===== src/design/dcrt_pkg.sv =====
package dcrt_pkg;

    // Default counter width
    localparam int DEFAULT_COUNT_WIDTH = 16;

    // Field widths
    localparam int CMD_W       = 2;
    localparam int SEL_W       = 3;
    localparam int DATA_W      = 16;
    localparam int PRESCALE_W  = 16;

    // Stream widths
    localparam int S_TDATA_W   = 16;
    localparam int S_TUSER_W   = CMD_W + SEL_W;
    localparam int M_TDATA_W   = 24;

    // Configuration port
    localparam int APB_ADDR_W  = 3;
    localparam int APB_DATA_W  = 32;

    // Configuration register indexes
    localparam logic CFG_PRESCALE  = 1'b0;
    localparam logic CFG_UOU       = 1'b1;

    // Control register bit positions
    localparam int CTRL_ENABLE     = 0;
    localparam int CTRL_UPD_DIS    = 1;
    localparam int CTRL_UOU        = 2;
    localparam int CTRL_ONE_SHOT   = 3;

    typedef enum logic [CMD_W-1:0]
    {
        CMD_TICK  = 2'd0,
        CMD_WRITE = 2'd1,
        CMD_READ  = 2'd2,
        CMD_NOP   = 2'd3
    } cmd_t;

    typedef enum logic [SEL_W-1:0]
    {
        SEL_CONTROL = 3'd0,
        SEL_IRQ_EN  = 3'd1,
        SEL_STATUS  = 3'd2,
        SEL_EVENT   = 3'd3,
        SEL_COUNTER = 3'd4,
        SEL_RELOAD  = 3'd5
    } sel_t;

    typedef struct packed
    {
        logic [PRESCALE_W-1:0] prescale_value;
        logic                  underflow_only_update;
    } cfg_t;

endpackage


===== src/design/dcrt_cfg.sv =====
module dcrt_cfg
    import dcrt_pkg::*;
(
    input  logic                  clk,
    input  logic                  rst_n,
    input  logic                  psel,
    input  logic                  penable,
    input  logic                  pwrite,
    input  logic [APB_ADDR_W-1:0] paddr,
    input  logic [APB_DATA_W-1:0] pwdata,
    output logic [APB_DATA_W-1:0] prdata,
    output logic                  pready,
    output cfg_t                  cfg
);

    logic [PRESCALE_W-1:0] prescale_reg;
    logic                  uou_reg;
    logic                  wr_en;

    assign pready = 1'b1;
    assign wr_en  = psel & penable & pwrite & pready;

    // Write configuration registers
    always_ff @(posedge clk or negedge rst_n)
    begin
        if (!rst_n)
        begin
            prescale_reg <= '0;
            uou_reg      <= 1'b0;
        end
        else if (wr_en)
        begin
            case (paddr[2])
                CFG_PRESCALE: prescale_reg <= pwdata[PRESCALE_W-1:0];
                CFG_UOU:      uou_reg      <= pwdata[0];
                default:      ;
            endcase
        end
    end

    // Read back
    always_comb
    begin
        case (paddr[2])
            CFG_PRESCALE: prdata = APB_DATA_W'(prescale_reg);
            CFG_UOU:      prdata = APB_DATA_W'(uou_reg);
            default:      prdata = '0;
        endcase
    end

    assign cfg.prescale_value        = prescale_reg;
    assign cfg.underflow_only_update = uou_reg;

endmodule


===== src/design/dcrt_core.sv =====
module dcrt_core
    import dcrt_pkg::*;
#(
    parameter int COUNT_WIDTH = DEFAULT_COUNT_WIDTH
)
(
    input  logic              clk,
    input  logic              rst_n,
    input  cfg_t              cfg,
    input  logic              advance,
    input  logic [CMD_W-1:0]  command,
    input  logic [SEL_W-1:0]  reg_select,
    input  logic [DATA_W-1:0] write_value,
    output logic [DATA_W-1:0] read_value,
    output logic              irq_pending
);

    logic [COUNT_WIDTH-1:0] count_reg,    count_next;
    logic [PRESCALE_W-1:0]  prescale_reg, prescale_next;
    logic [COUNT_WIDTH-1:0] reload_reg,   reload_next;
    logic                   enable_reg,   enable_next;
    logic                   upd_dis_reg,  upd_dis_next;
    logic                   one_shot_reg, one_shot_next;
    logic                   irq_en_reg,   irq_en_next;
    logic                   flag_reg,     flag_next;

    logic [COUNT_WIDTH-1:0] wv_count;
    logic [31:0]            wv_wide;

    // Resize write data to the counter width
    assign wv_wide  = 32'(write_value);
    assign wv_count = COUNT_WIDTH'(wv_wide);

    // Next state and read data for the current transaction
    always_comb
    begin
        count_next    = count_reg;
        prescale_next = prescale_reg;
        reload_next   = reload_reg;
        enable_next   = enable_reg;
        upd_dis_next  = upd_dis_reg;
        one_shot_next = one_shot_reg;
        irq_en_next   = irq_en_reg;
        flag_next     = flag_reg;
        read_value    = '0;

        case (cmd_t'(command))
            CMD_TICK:
            begin
                if (enable_reg)
                begin
                    if (prescale_reg >= cfg.prescale_value)
                    begin
                        prescale_next = '0;
                        if (count_reg == '0)
                        begin
                            count_next = reload_reg;
                            if (!upd_dis_reg)
                            begin
                                flag_next = 1'b1;
                                if (one_shot_reg)
                                    enable_next = 1'b0;
                            end
                        end
                        else
                        begin
                            count_next = count_reg - 1'b1;
                        end
                    end
                    else
                    begin
                        prescale_next = prescale_reg + 1'b1;
                    end
                end
            end
            CMD_WRITE:
            begin
                case (sel_t'(reg_select))
                    SEL_CONTROL:
                    begin
                        enable_next   = write_value[CTRL_ENABLE];
                        upd_dis_next  = write_value[CTRL_UPD_DIS];
                        one_shot_next = write_value[CTRL_ONE_SHOT];
                    end
                    SEL_IRQ_EN:  irq_en_next = write_value[0];
                    SEL_STATUS:
                    begin
                        if (!write_value[0])
                            flag_next = 1'b0;
                    end
                    SEL_EVENT:
                    begin
                        if (write_value[0])
                        begin
                            count_next    = reload_reg;
                            prescale_next = '0;
                            if (!upd_dis_reg && !cfg.underflow_only_update)
                                flag_next = 1'b1;
                        end
                    end
                    SEL_COUNTER: count_next  = wv_count;
                    SEL_RELOAD:  reload_next = wv_count;
                    default:     ;
                endcase
            end
            CMD_READ:
            begin
                case (sel_t'(reg_select))
                    SEL_CONTROL:
                    begin
                        read_value[CTRL_ENABLE]   = enable_reg;
                        read_value[CTRL_UPD_DIS]  = upd_dis_reg;
                        read_value[CTRL_UOU]      = cfg.underflow_only_update;
                        read_value[CTRL_ONE_SHOT] = one_shot_reg;
                    end
                    SEL_IRQ_EN:  read_value[0] = irq_en_reg;
                    SEL_STATUS:  read_value[0] = flag_reg;
                    SEL_COUNTER: read_value = DATA_W'(32'(count_reg));
                    SEL_RELOAD:  read_value = DATA_W'(32'(reload_reg));
                    default:     read_value = '0;
                endcase
            end
            default: ;
        endcase

        irq_pending = flag_next & irq_en_next;
    end

    // Commit state when the transaction moves to the output stage
    always_ff @(posedge clk or negedge rst_n)
    begin
        if (!rst_n)
        begin
            count_reg    <= '0;
            prescale_reg <= '0;
            reload_reg   <= '0;
            enable_reg   <= 1'b0;
            upd_dis_reg  <= 1'b0;
            one_shot_reg <= 1'b0;
            irq_en_reg   <= 1'b0;
            flag_reg     <= 1'b0;
        end
        else if (advance)
        begin
            count_reg    <= count_next;
            prescale_reg <= prescale_next;
            reload_reg   <= reload_next;
            enable_reg   <= enable_next;
            upd_dis_reg  <= upd_dis_next;
            one_shot_reg <= one_shot_next;
            irq_en_reg   <= irq_en_next;
            flag_reg     <= flag_next;
        end
    end

endmodule


===== src/design/down_counting_reload_timer.sv =====
// Down-counting auto-reload timer driven by a stream of transactions.
// Slave stream: each transaction is a clock tick, a register write or a
//   register read. s_tuser carries command and register select, s_tdata
//   carries the write data.
// Master stream: exactly one result per input transaction, in order:
//   read data (zero unless a read) and the interrupt line after the
//   transaction.
// The result passes through the input register, then the result register,
//   and waits in the input register while the result register is full.
//   Throughput: one transaction per cycle while the receiver takes results,
//   set by the combinational update of the timer state between the two registers.
// When the receiver stalls, the result register holds and the input
//   register still takes one more transaction; s_tready drops once both
//   are full and rises in the same cycle m_tready takes the result.
// APB port: prescale value at address 0, underflow-only-update at
//   address 4; pready is always high. Write it only while no transaction
//   is in flight.
// Reset clears all timer state, both configuration registers and both
//   pipeline valid flags, so s_tready is high as soon as reset is applied.
module down_counting_reload_timer
    import dcrt_pkg::*;
#(
    parameter int COUNT_WIDTH = DEFAULT_COUNT_WIDTH
)
(
    input  logic                  clk,
    input  logic                  rst_n,
    // slave stream
    input  logic                  s_tvalid,
    output logic                  s_tready,
    input  logic [S_TDATA_W-1:0]  s_tdata,  // [15:0] write_value
    input  logic [S_TUSER_W-1:0]  s_tuser,  // [1:0] command, [4:2] reg_select
    // master stream
    output logic                  m_tvalid,
    input  logic                  m_tready,
    output logic [M_TDATA_W-1:0]  m_tdata,  // [15:0] read_value, [16] irq_pending
    // configuration
    input  logic                  psel,
    input  logic                  penable,
    input  logic                  pwrite,
    input  logic [APB_ADDR_W-1:0] paddr,
    input  logic [APB_DATA_W-1:0] pwdata,
    output logic [APB_DATA_W-1:0] prdata,
    output logic                  pready
);

    cfg_t              cfg;
    logic              in_valid_reg;
    logic [CMD_W-1:0]  cmd_reg;
    logic [SEL_W-1:0]  sel_reg;
    logic [DATA_W-1:0] wdata_reg;
    logic              out_valid_reg;
    logic [DATA_W-1:0] rdata_reg;
    logic              irq_reg;
    logic [DATA_W-1:0] rdata_next;
    logic              irq_next;
    logic              out_free;
    logic              advance;

    dcrt_cfg u_cfg
    (
        .clk     (clk),
        .rst_n   (rst_n),
        .psel    (psel),
        .penable (penable),
        .pwrite  (pwrite),
        .paddr   (paddr),
        .pwdata  (pwdata),
        .prdata  (prdata),
        .pready  (pready),
        .cfg     (cfg)
    );

    dcrt_core #(.COUNT_WIDTH(COUNT_WIDTH)) u_core
    (
        .clk         (clk),
        .rst_n       (rst_n),
        .cfg         (cfg),
        .advance     (advance),
        .command     (cmd_reg),
        .reg_select  (sel_reg),
        .write_value (wdata_reg),
        .read_value  (rdata_next),
        .irq_pending (irq_next)
    );

    // Pipeline handshake
    assign out_free = !out_valid_reg || m_tready;
    assign advance  = in_valid_reg && out_free;
    assign s_tready = !in_valid_reg || out_free;

    // Input register
    always_ff @(posedge clk or negedge rst_n)
    begin
        if (!rst_n)
            in_valid_reg <= 1'b0;
        else if (s_tready)
            in_valid_reg <= s_tvalid;
    end

    always_ff @(posedge clk)
    begin
        if (s_tready && s_tvalid)
        begin
            cmd_reg   <= s_tuser[CMD_W-1:0];
            sel_reg   <= s_tuser[CMD_W +: SEL_W];
            wdata_reg <= s_tdata[DATA_W-1:0];
        end
    end

    // Result register
    always_ff @(posedge clk or negedge rst_n)
    begin
        if (!rst_n)
            out_valid_reg <= 1'b0;
        else if (out_free)
            out_valid_reg <= in_valid_reg;
    end

    always_ff @(posedge clk)
    begin
        if (advance)
        begin
            rdata_reg <= rdata_next;
            irq_reg   <= irq_next;
        end
    end

    assign m_tvalid = out_valid_reg;
    assign m_tdata  = {{(M_TDATA_W-DATA_W-1){1'b0}}, irq_reg, rdata_reg};

endmodule

===== config.mk =====
export PLATFORM = sky130hd
export DESIGN_NAME = down_counting_reload_timer
export DESIGN_NICKNAME = d
export VERILOG_FILES = /design/src/design/dcrt_pkg.sv /design/src/design/dcrt_cfg.sv /design/src/design/dcrt_core.sv /design/src/design/down_counting_reload_timer.sv
export SDC_FILE = /design/constraint.sdc
export NUM_CORES = 1
export LEC_CHECK = 0
export CELL_PAD_IN_SITES_DETAIL_PLACEMENT = 1
export CELL_PAD_IN_SITES_GLOBAL_PLACEMENT = 1
export CORE_MARGIN = 2
export CORE_UTILIZATION = 38
export DETAILED_ROUTE_END_ITERATION = 7
export DONT_BUFFER_PORTS = 1
export HOLD_SLACK_MARGIN = 0.15
export PLACE_DENSITY_LB_ADDON = 0.1
export SLEW_MARGIN = 20
export SYNTH_ARGS = -nofsm -noshare
export SYNTH_HDL_FRONTEND = slang
export SYNTH_SLANG_ARGS = --single-unit

===== constraint.sdc =====
create_clock -name clk -period 2.84 [get_ports clk]
set_input_delay 0 -clock clk [delete_from_list [all_inputs] [get_ports clk]]
set_output_delay 0 -clock clk [all_outputs]
set_load 0.01 [all_outputs]

-- After elaboration in Yosys (flattened, before gate mapping)
Cells that the tools add are included.
- multiplexer cells: 33
- eq/ne operators: 14
- div/mod/pow operators: 0
- reduce and logical (&&, ||, !) cells: 20
- add/subtract/negate cells: 2
- bitwise gates (word level): 4
- $lt $le $gt $ge: 1
- multiply operators: 0
- shift operators: 0
- operators with widths (cell ; number):
    16-bit 2-to-1 mux ; 8
    16-bit one-hot mux with 2 select lines ; 3
    32-bit one-hot mux with 2 select lines ; 1
    12-bit one-hot mux with 2 select lines ; 1
    16-bit by 1-bit adder with 16-bit output, second input constant ; 1
    16-bit >= comparator ; 1
    16-bit zero test ; 1
    16-bit by 1-bit subtractor with 16-bit output, second input constant ; 1
    1-bit 2-to-1 mux ; 15
    3-bit one-hot mux with 3 select lines ; 1
    3-bit AND reduction ; 3
    2-bit by 1-bit inequality test with 1-bit output, second input constant ; 4
    3-bit by 2-bit equality test with 1-bit output, second input constant ; 2
    3-bit equality test, second input constant ; 2
    1-bit one-hot mux with 2 select lines ; 3
    6-bit AND reduction ; 1
    1-bit one-hot mux with 5 select lines ; 1
    5-bit AND reduction ; 1
    1-bit zero test ; 4
    2-bit AND reduction ; 2
    1-bit AND ; 3
    3-bit by 1-bit equality test with 1-bit output, second input constant ; 1
    1-bit logical AND ; 3
    3-bit zero test ; 1
    other kinds (9) ; 10
- latch bits: 0
- memories kept: 0
- bits of input ports: 63
- memory bits (read-only): 0
- logic and storage cells: 91
- register bits after elaboration: 110
- bits in writable memories: 0

-- Depth between registers and ports, before layout
Gate-level depths: netlist of run 1.
- depth after elaboration: 7
- mapped depth: 10

-- Hierarchy
A second synthesis of run 1 with hierarchy kept.
- cells, all modules: 568
- area, all modules: 6138.4 um^2
- modules (own cells, without submodules) (module ; times used ; cells each ; area an instance (um^2)):
    dcrt_core ; 1 ; 439 ; 3876.2
    down_counting_reload_timer ; 1 ; 55 ; 1308.8
    dcrt_cfg ; 1 ; 74 ; 953.4

-- Worst setup path after synthesis of run 1
No wires, ideal clock.
- path type: reg-to-reg
- start point: register u_core.prescale_reg[0]
- end point: register u_core.prescale_reg[3]
- data required time: 2.757 ns
- cell stages (with the launch flop): 10
- path buffers: 0
- slack: 0.487 ns
- clock period less this slack: 2.353 ns
- arrival: 2.271 ns
- library setup time: 0.083 ns
- cells stage by stage: dfrtp_1 > inv_1 > ha_1 > nand2b_1 > a2111oi_0 > o21a_1 > o21ai_1 > or4_4 > or3_1 > o21ai_0
- word-level cells in the longest chain between the ends: 4
- elaborated cells on any way between the ends: 5
- those cells by class: add/sub (1); order compare (1); mux (3)
- RTL lines (item ; RTL line ; text):
    start: declaration ; dcrt_core.sv:19 ; logic [PRESCALE_W-1:0] prescale_reg, prescale_next;
    start signal: assignment ; dcrt_core.sv:146 ; prescale_reg <= prescale_next;
    16-bit by 1-bit adder with 16-bit output / 16-bit >= comparator (equally long branches) ; dcrt_core.sv:72, dcrt_core.sv:52 ;
    16-bit 2-to-1 mux * ; dcrt_core.sv:52 ; if (prescale_reg >= cfg.prescale_value)
    16-bit 2-to-1 mux * ; dcrt_core.sv:50 ; if (enable_reg)
    16-bit one-hot mux with 2 select lines * ; dcrt_core.sv:47 ; case (cmd_t'(command))
Every way passes the cells marked *; elsewhere a longest branch is shown, timed or not. The select of a mux whose other input is x is not followed.
A chain may end at the register's enable or synchronous reset.

-- Worst setup path after layout of run 1
Same ends and word-level chain as after synthesis.

==> results.cfg, run 1 <==
[final_layout]
n_fill_cell = 1654
diodes = 0
drive_gt1_share_pct = 14.14
area_growth_syn_to_layout_pct = 15.49
multiInputGateArea_mm2 = 0.002559
nets = 671
layout.area.seq_mm2 = 0.002943
utilization_pct = 44.50

[clock_network]
cts_tree = yes
cts_root_buffer = clkbuf_16
htree_levels = 3
clock-sinks = 110
path_clk_slew_ns = 0.07
clock_path_buffers = 2
insertion_delay_ns = 0.36
cts_buffers = 9
postCtsSetupRepairBufs = 0

[synthesis]
synth_cells = 542
ys_types = 66
netlist_area_mm2 = 0.005793
synth_seq_area_share_pct = 50.80
post_synth.cell_area_avg_um2 = 10.69
async_reset_ff_share_pct = 65.45
synth_seq_cells = 110
synth-main-ff-cell = dfrtp_1
synth_warnings = 0
synth_edf_count = 38

[worst_setup_path]
path_max_fanout = 6
critical_path_required_ns = 3.13
reg2reg_depth = 9
r2r_slack_ns = 0.24
crit_start = u_core.prescale_reg[0]
endpoint_kind = register
crit_path_start_kind = register
crit_arrival_ns = 2.88
rr_startpoint = u_core.prescale_reg[0]
critPathKind = register to register

[routing]
vias = 4173
wl_per_cell_um = 18.08
final_antenna_net_count = 0
drt_first_pass_iters = 4
drcViolationCount = 0
vias_per_cell = 5.336
postRouteWirelength_um = 14140
drt_iter0_markers = 163

[floorplan]
start_util_pct = 38.54
core_mm2 = 0.01503
num_io_pins = 122
dieArea_mm2 = 0.01625
floorplan.rows = 45
die_x_um = 127.5
fp.dieH_um = 127.5

[power]
power_density_mw_per_mm2 = 684.0
p_leak_nw = 2.870
ir_worst_vdd_v = 0.0004033

[hold_path]
hold_class = primary input to output port
min-delay-start = paddr[2]
holdPathStages = 1

[placement]
portBuffers = 0
place.gp.congestion = 0.8032
dpl.hpwl_um = 9691

[global_route]
grt_pass1_vias = 4424
grt_max_degree = 73
grt_pass1_wl_um = 23250
track_usage_pct = 18.43
gr-total-overflow = 0
antenna_found_initial = 0

[timing]
fmax_mhz = 385.2
rsz0062_at_grt = no
slew_violations = 0
max-slew-margin-rel_pct = 40.58
worstMarginPinSlew_ns = 0.8866
fin_crit_ns = 2.596
tns_ns = 0
fin_skew_ns = 0.01316
fin_crit_sh_pct = 91.42
finalSetupViolCount = 0
hold_viol_final = 0

[job]
maxCapViolCount = 0

[outcome]
status = finished clean
-- report_power, final --
part	internal, mW	leakage, nW	total, mW	switching [mW]
Clock	0.639	0.138	1.22	0.582
Sequential	1.93	1.29	2.24	0.310
Combinational	0.516	1.45	1.11	0.595
-- path summary, 6_finish.rpt --
check                                         end
min reg2reg                              m_tvalid
max in group asynchronous   u_core.reload_reg[11]
max                        u_core.prescale_reg[3]
min                                     prdata[0]
min in group asynchronous           u_cfg.uou_reg
max reg2reg                u_core.prescale_reg[3]
-- cells by family (layout without fill, tap and decap cells) --
kind of cell | after synthesis | in the layout | share of synthesized area (%)
AND/OR/NAND/NOR | 180 | 180 | 14.90
other | 2 | 24 | 0.1296
XOR/XNOR | 15 | 15 | 2.268
adder cells (fa/ha/maj) | 19 | 19 | 4.104
flip-flops | 110 | 110 | 50.80
AO/OA/AOI/OAI | 89 | 89 | 10.82
buffers and inverters | 73 | 103 | 6.609
multiplexers | 54 | 54 | 10.37
-- cell type report --
type	count	area share (%)
sequential	110	43.99
multi-input combinational	381	38.25
timing repair buffer	59	8.528
clock buffer	12	3.834
tap	188	3.516
inverter	28	1.571
clock inverter	4	0.3179
-- worst max-delay path, cell delays in order, from the launching register on --
cell,delay (ns)
dfrtp_1,0.40
inv_1,0.06
ha_1,0.26
nand2b_1,0.15
a2111oi_2,0.36
o21a_1,0.19
o21ai_1,0.17
or4_4,0.52
or3_1,0.33
o21ai_0,0.08
-- timing repair --
item,4_1_cts,5_1_grt
hold buffers,44,0
endpoints found under the setup margin,0,16
resized for setup,0,4
endpoints found under the hold margin,127,0
-- placed cells by master, fill, tap and decap left out, types with 11 or more instances in the layout --
cell,instances
nor2_1,72
dfrtp_1,72
dlygate4sd3_1,43
nand2_1,41
mux2_2,38
edfxtp_1,38
inv_1,28
conb_1,24
o21ai_0,20
ha_1,19
nand3_1,18
mux2i_1,15
buf_4,15
a21oi_1,11
xor2_1,11
-- per-stage QoR --
| step | setup WS, ns | std cells | total power, mW | hold WS, ns | instance area (µm²) |
|---|---|---|---|---|---|
| 2_1_floorplan | 0.4868 | 564 | 3.011 | -0.2956 | 5876 |
| 3_3_place_gp | 0.1766 | 722 | 3.254 | -0.2942 | 5946 |
| 3_5_place_dp | 0.1313 | 722 | 3.306 | -0.2936 | 5946 |
| 4_1_cts | 0.1244 | 782 | 4.624 | 0.1694 | 6681 |
| 5_1_grt | 0.04530 | 782 | 4.892 | 0.1702 | 6690 |
| 6_report | 0.2437 | 782 | 4.576 | 0.1665 | 6690 |
-- layer usage --
layer / up-vias / GRT usage, % / wire length (µm)
li1: 1984 / - / -
met4: 0 / 5.301 / 153
met2: 84 / 29.41 / 6715
met3: 9 / 5.067 / 533
met1: 2096 / 24.70 / 6732
met5: - / 0 / 0
-- cells in the mapped netlist, types with 5 or more instances --
cell type	count	share of area, %
buf_2	6	0.52
buf_4	25	3.2
edfxtp_1	38	20
o21ai_0	20	1.7
nand3_1	18	1.6
nor3_1	10	0.86
nand2b_1	7	0.76
mux2i_1	15	2.6
o221ai_1	8	1.2
dfrtp_1	72	31
clkbuf_1	13	0.84
inv_1	28	1.8
nand4_1	5	0.54
nor2_1	73	4.7
nand2_1	41	2.7
xor2_1	11	1.7
mux2_2	38	7.4
ha_1	19	4.1
a21oi_1	11	0.95
(Power assumes the default switching activity.)
==> inputs of run 2 (changes only) <==
--- a/config.mk
+++ b/config.mk
@@ -5,6 +5,7 @@
 export SDC_FILE = /design/constraint.sdc
 export NUM_CORES = 1
 export LEC_CHECK = 0
+export ABC_AREA = 1
 export CELL_PAD_IN_SITES_DETAIL_PLACEMENT = 1
 export CELL_PAD_IN_SITES_GLOBAL_PLACEMENT = 1
 export CORE_MARGIN = 2
==> results.cfg, run 2 <==
[outcome]
status = finished clean

[routing]
drt_iter0_markers = 212
final_antenna_net_count = 0
drcViolationCount = 0
vias = 5049
wl_per_cell_um = 16.42
drt_first_pass_iters = 4
postRouteWirelength_um = 16670
vias_per_cell = 4.974

[global_route]
grt_pass1_wl_um = 27380
gr-total-overflow = 0
grt_pass1_vias = 5274
grt_max_degree = 73
antenna_found_initial = 0
track_usage_pct = 20.02

[synthesis]
synth-main-ff-cell = dfrtp_1
async_reset_ff_share_pct = 65.45
post_synth.cell_area_avg_um2 = 8.210
yosysTopAreaCellShare_pct = 29.07
yosys.cell_count.top_type = nand2_1
yosys.area.top_type = dfrtp_1
ys_types = 45
synth_cells = 755
synth.area.top_cells = dfrtp_1 (29%), edfxtp_1 (18%), nand2_1 (9.9%)
synth_common_cells = nand2_1 (163), nor2_1 (94), inv_1 (77)
synth_seq_area_share_pct = 47.48
synth_seq_cells = 110
netlist_area_mm2 = 0.006198
synth_edf_count = 38
synth_warnings = 0

[hold_path]
hold_class = primary input to async pin

[power]
p_leak_nw = 3.239
power_density_mw_per_mm2 = 720.6
ir_worst_vdd_v = 0.0003471

[clock_network]
cts_buffers = 9
postCtsSetupRepairBufs = 0
htree_levels = 3
clock_path_buffers = 2
clock-sinks = 110
path_clk_slew_ns = 0.08
cts_resized = 0
insertion_delay_ns = 0.37
cts_tree = yes
cts_root_buffer = clkbuf_16

[worst_setup_path]
crit_path_start_kind = register
crit_end = u_core.prescale_reg[11]
endpoint_kind = register
r2r_slack_ns = 0.67
path_max_fanout = 11
cp_num_cells = 12
crit_start = u_core.prescale_reg[3]
critical_path_required_ns = 3.12
max_stage_delay_ns = 0.45
crit_buf_inv = 1
reg2reg_depth = 12
crit_family = simple AND/OR/NAND/NOR gates
path_cells = ha_1 -> nand2_1 -> nor2_1 -> nor2_1 -> nand2_1 -> nand2_1 -> nand2_1 -> nand2_1 -> nand2_1 -> o21ai_1 -> inv_1 -> nor3_2
cpMostUsedCell = nand2_1
r2r_end = u_core.prescale_reg[11]
critPathKind = register to register
crit_arrival_ns = 2.45
rr_startpoint = u_core.prescale_reg[3]
crit_slowest_cell = dfrtp_1

[floorplan]
die_x_um = 131.7
fp.dieH_um = 131.7
start_util_pct = 39.02
floorplan.rows = 46
core_mm2 = 0.01589
dieArea_mm2 = 0.01735
num_io_pins = 122

[timing]
hold_viol_final = 0
timing.final.ws_setup_ns = 0.6672
fmax_mhz = 460.2
slew_violations = 0
max-slew-margin-rel_pct = 36.78
fin_crit_ns = 2.173
tns_ns = 0
fin_crit_sh_pct = 76.51
finalSetupViolCount = 0
fin_skew_ns = 0.009880
worstMarginPinSlew_ns = 0.9460
rsz0062_at_grt = no

[final_layout]
fin_area_mm2 = 0.007067
drive_gt1_share_pct = 7.635
nets = 876
final_common_cell = nand2_1
stdcell_count = 1015
area_growth_syn_to_layout_pct = 14.01
layout_common_cells = nand2_1 (163), nor2_1 (94), inv_1 (77)
diodes = 0

[placement]
dpl.hpwl_um = 12070
place.gp.congestion = 0.8412
portBuffers = 0
placed_area_mm2 = 0.006301
place_inst = 954
pre_cts_ws_ns = 0.6411

[job]
maxCapViolCount = 0
==> run 2: kinds of logic (layout without fill, tap and decap cells) <==
logic type               count (synthesis)  in the layout  synth area share (%)
AO/OA/AOI/OAI                          157            157                 14.03
XOR/XNOR                                16             16                 2.261
adder cells (fa/ha/maj)                 19             19                 3.835
buffers and inverters                  135            157                 10.46
flip-flops                             110            110                 47.48
other                                    2             24                0.1212
AND/OR/NAND/NOR                        316            316                 21.82
==> run 2: worst min-delay path by stage <==
stage	cells after the start	start	slack, ns	end
after floorplan	0	rst_n	-0.30	in_valid_reg
after global placement	0	rst_n	-0.29	u_cfg.prescale_reg[4]
after detailed placement	0	rst_n	-0.29	u_cfg.prescale_reg[4]
after CTS	2	rst_n	0.18	u_cfg.prescale_reg[4]
after global routing	2	rst_n	0.24	u_cfg.prescale_reg[1]
final	2	rst_n	0.21	u_cfg.prescale_reg[3]
==> run 2: per-layer routing <==
layer	global-route usage [%]	wire length, µm	vias to the layer above
met5	0	0	-
met1	24.59	7457	2466
met4	5.978	263	0
met3	3.858	462	15
met2	35.66	8485	81
li1	-	-	2487
==> run 2: worst register-to-register path: stages (launching register included) <==
cell and delay, ns:
dfrtp_1 0.45, ha_1 0.32, nand2_1 0.09, nor2_1 0.05, nor2_1 0.08, nand2_1 0.07, nand2_1 0.06, nand2_1 0.07
nand2_1 0.08, nand2_1 0.13, o21ai_1 0.27, inv_1 0.26, nor3_2 0.17
==> run 2: cell type report <==
type | instances | area, µm²
repair buffers | 55 | 543.0
fillers | 1911 | 8818
flip-flops and latches | 110 | 2943
multi-input cells | 532 | 2690
clock buffers | 10 | 229.0
well taps | 216 | 270.3
inverters | 86 | 322.8
clock inverters | 6 | 68.82
==> run 2: metrics by stage <==
stage          util, %  total power, mW  hold WS, ns
2_1_floorplan        -            3.370      -0.2956
3_3_place_gp     39.67            3.658      -0.2935
3_5_place_dp     39.67            3.726      -0.2932
4_1_cts          44.49            5.148       0.1839
5_1_grt          44.49            5.461       0.2398
6_report         44.49            5.092       0.2102
==> run 2: report_power, final <==
group          internal, mW  total [mW]  switching, mW
combinational         0.541        1.46          0.920
clock                 0.694        1.32          0.625
sequential             1.96        2.31          0.349
total                  3.20        5.09           1.89
==> run 2: what timing repair did <==
| action | in CTS | in global routing |
|---|---|---|
| endpoints found under the setup margin | 0 | 0 |
| hold buffers | 45 | 0 |
| hold endpoints to repair | 127 | 0 |
==> inputs of run 3 (changes only) <==
--- a/config.mk
+++ b/config.mk
@@ -5,7 +5,7 @@
 export SDC_FILE = /design/constraint.sdc
 export NUM_CORES = 1
 export LEC_CHECK = 0
-export ABC_AREA = 1
+export ABC_AREA = 0
 export CELL_PAD_IN_SITES_DETAIL_PLACEMENT = 1
 export CELL_PAD_IN_SITES_GLOBAL_PLACEMENT = 1
 export CORE_MARGIN = 2
==> constraint.sdc (replaced) <==
create_clock -name clk -period 2.1 [get_ports clk]
set_input_delay 0 -clock clk [delete_from_list [all_inputs] [get_ports clk]]
set_output_delay 0 -clock clk [all_outputs]
set_load 0.01 [all_outputs]
==> results.cfg, run 3 (synthesis gave the netlist of run 1 again) <==
[timing]
tns_ns = -4.483
hold_viol_final = 0
fin_skew_ns = 0.006611
slew_violations = 0
worstMarginPinSlew_ns = 0.8959
fin_crit_sh_pct = 115.9
finalSetupViolCount = 34
timing.final.ws_setup_ns = -0.3331
fin_crit_ns = 2.433
rsz0062_at_grt = yes
fmax_mhz = 411.0
holdWs_ns = 0.1746
max-slew-margin-rel_pct = 39.96

[routing]
wl_per_cell_um = 18.26
drt_iter0_markers = 145
vias_per_cell = 5.212
drcViolationCount = 0
final_antenna_net_count = 0
drt_first_pass_iters = 4
vias = 4472
postRouteWirelength_um = 15670

[worst_setup_path]
max_stage_delay_ns = 0.52
crit_family = compound AO/OA/AOI/OAI gates
path_max_fanout = 6
crit_slowest_cell = or4_4
critical_path_required_ns = 2.35
crit_buf_inv = 1
crit_path_start_kind = register
crit_arrival_ns = 2.68
endpoint_kind = register
path_cells = ha_1 -> nand2b_4 -> a2111oi_4 -> o21a_1 -> o21ai_2 -> or4_4 -> buf_4 -> o41ai_4
critPathKind = register to register

[floorplan]
die_x_um = 127.5
floorplan.rows = 45
fp.dieH_um = 127.5
dieArea_mm2 = 0.01625
num_io_pins = 122
start_util_pct = 38.54
core_mm2 = 0.01503

[clock_network]
htree_levels = 3
insertion_delay_ns = 0.36
clock_path_buffers = 2
path_clk_slew_ns = 0.07
clock-sinks = 110
cts_root_buffer = clkbuf_16
cts_buffers = 9
cts_tree = yes

[global_route]
gr-max-usage-layer = met2
track_usage_pct = 20.23
grt_pass1_wl_um = 25450
antenna_found_initial = 0
grtUsageMet3_pct = 3.183
grt_max_degree = 73
met2_usage_pct = 32.56
grt_pass1_vias = 4827
gr-total-overflow = 0
grtUsageMet1_pct = 27.60

[final_layout]
layout_common_cells = buf_4 (86), dfrtp_1 (72), nor2_1 (61)
final_common_cell = buf_4
nets = 747
diodes = 0
drive_gt1_share_pct = 29.40
area_growth_syn_to_layout_pct = 29.81
n_fill_cell = 1657

[outcome]
violations = setup timing
status = finished with violations

[placement]
place.gp.congestion = 0.8052
portBuffers = 0
dpl.hpwl_um = 10770

[power]
power_density_mw_per_mm2 = 914.3
p_leak_nw = 3.311
ir_worst_vdd_v = 0.0004384

[hold_path]
hold_class = primary input to output port

[job]
maxCapViolCount = 0
-- run 3: changes by cell type in the layout (fill, tap and decap cells not counted), moves of 15 or more --
cell | previous run | this run
nand2_1 | 163 | 41
o21ai_0 | 42 | 15
nor2_1 | 94 | 61
buf_4 | 10 | 86
mux2_2 | 0 | 38
a21oi_1 | 73 | 10
mux2i_1 | 0 | 15
inv_1 | 77 | 25
-- run 3: worst paths after layout --
kind | from | endpoint | slack [ns] | cells after the start
setup / recovery | u_cfg.prescale_reg[0] | u_core.prescale_reg[5] | -0.33 | 8
hold / removal | m_tready | s_tready | 0.17 | 1
setup reg to reg | u_cfg.prescale_reg[0] | u_core.prescale_reg[5] | -0.33 | 8
hold reg to reg | in_valid_reg | m_tvalid | 0.51 | 1
max in group asynchronous | rst_n | u_core.count_reg[12] | 1.60 | 2
min in group asynchronous | rst_n | u_cfg.uou_reg | 0.19 | 2
-- run 3: layout make-up --
type / count / area, µm² / area share [%]
Inverter: 28 / 105.1 / 1.398
Tap cell: 188 / 235.2 / 3.128
Sequential cell: 110 / 2943 / 39.13
Clock inverter: 5 / 47.55 / 0.6323
Clock buffer: 11 / 252.7 / 3.361
Multi-Input combinational cell: 381 / 2768 / 36.81
Timing Repair Buffer: 135 / 1169 / 15.54
-- run 3: per-layer routing --
metal | vias up | share of wire (%)
met1 | 2237 | 48
met3 | 17 | 2.5
met4 | 0 | 1.8
met2 | 78 | 48
met5 | - | 0
li1 | 2140 | -
-- run 3: repair_timing --
action                     4_1_cts  5_1_grt
setup buffers                    6        4
hold endpoints to repair       127        0
pin swaps                        7        3
cloned                           1        0
hold buffers                    44        0
setup endpoints to repair       34       35
resized for setup               39        8
-- run 3: power by group --
part | switching (mW) | internal, mW
clock | 0.786 | 0.978
combinational | 1.08 | 1.08
sequential | 0.336 | 2.62
total | 2.20 | 4.67
-- run 3: stage by stage --
| stage | instance area, µm² | util [%] | power [mW] | setup WS [ns] | cells |
|---|---|---|---|---|---|
| floorplan | 5916 | - | 4.143 | -0.1743 | 564 |
| global placement | 6489 | 43.16 | 4.828 | -0.2437 | 789 |
| detailed placement | 6489 | 43.16 | 4.911 | -0.3170 | 789 |
| CTS | 7460 | 49.62 | 6.915 | -0.2866 | 855 |
| global route | 7520 | 50.02 | 7.291 | -0.4380 | 858 |
| finish | 7520 | 50.02 | 6.875 | -0.3331 | 858 |
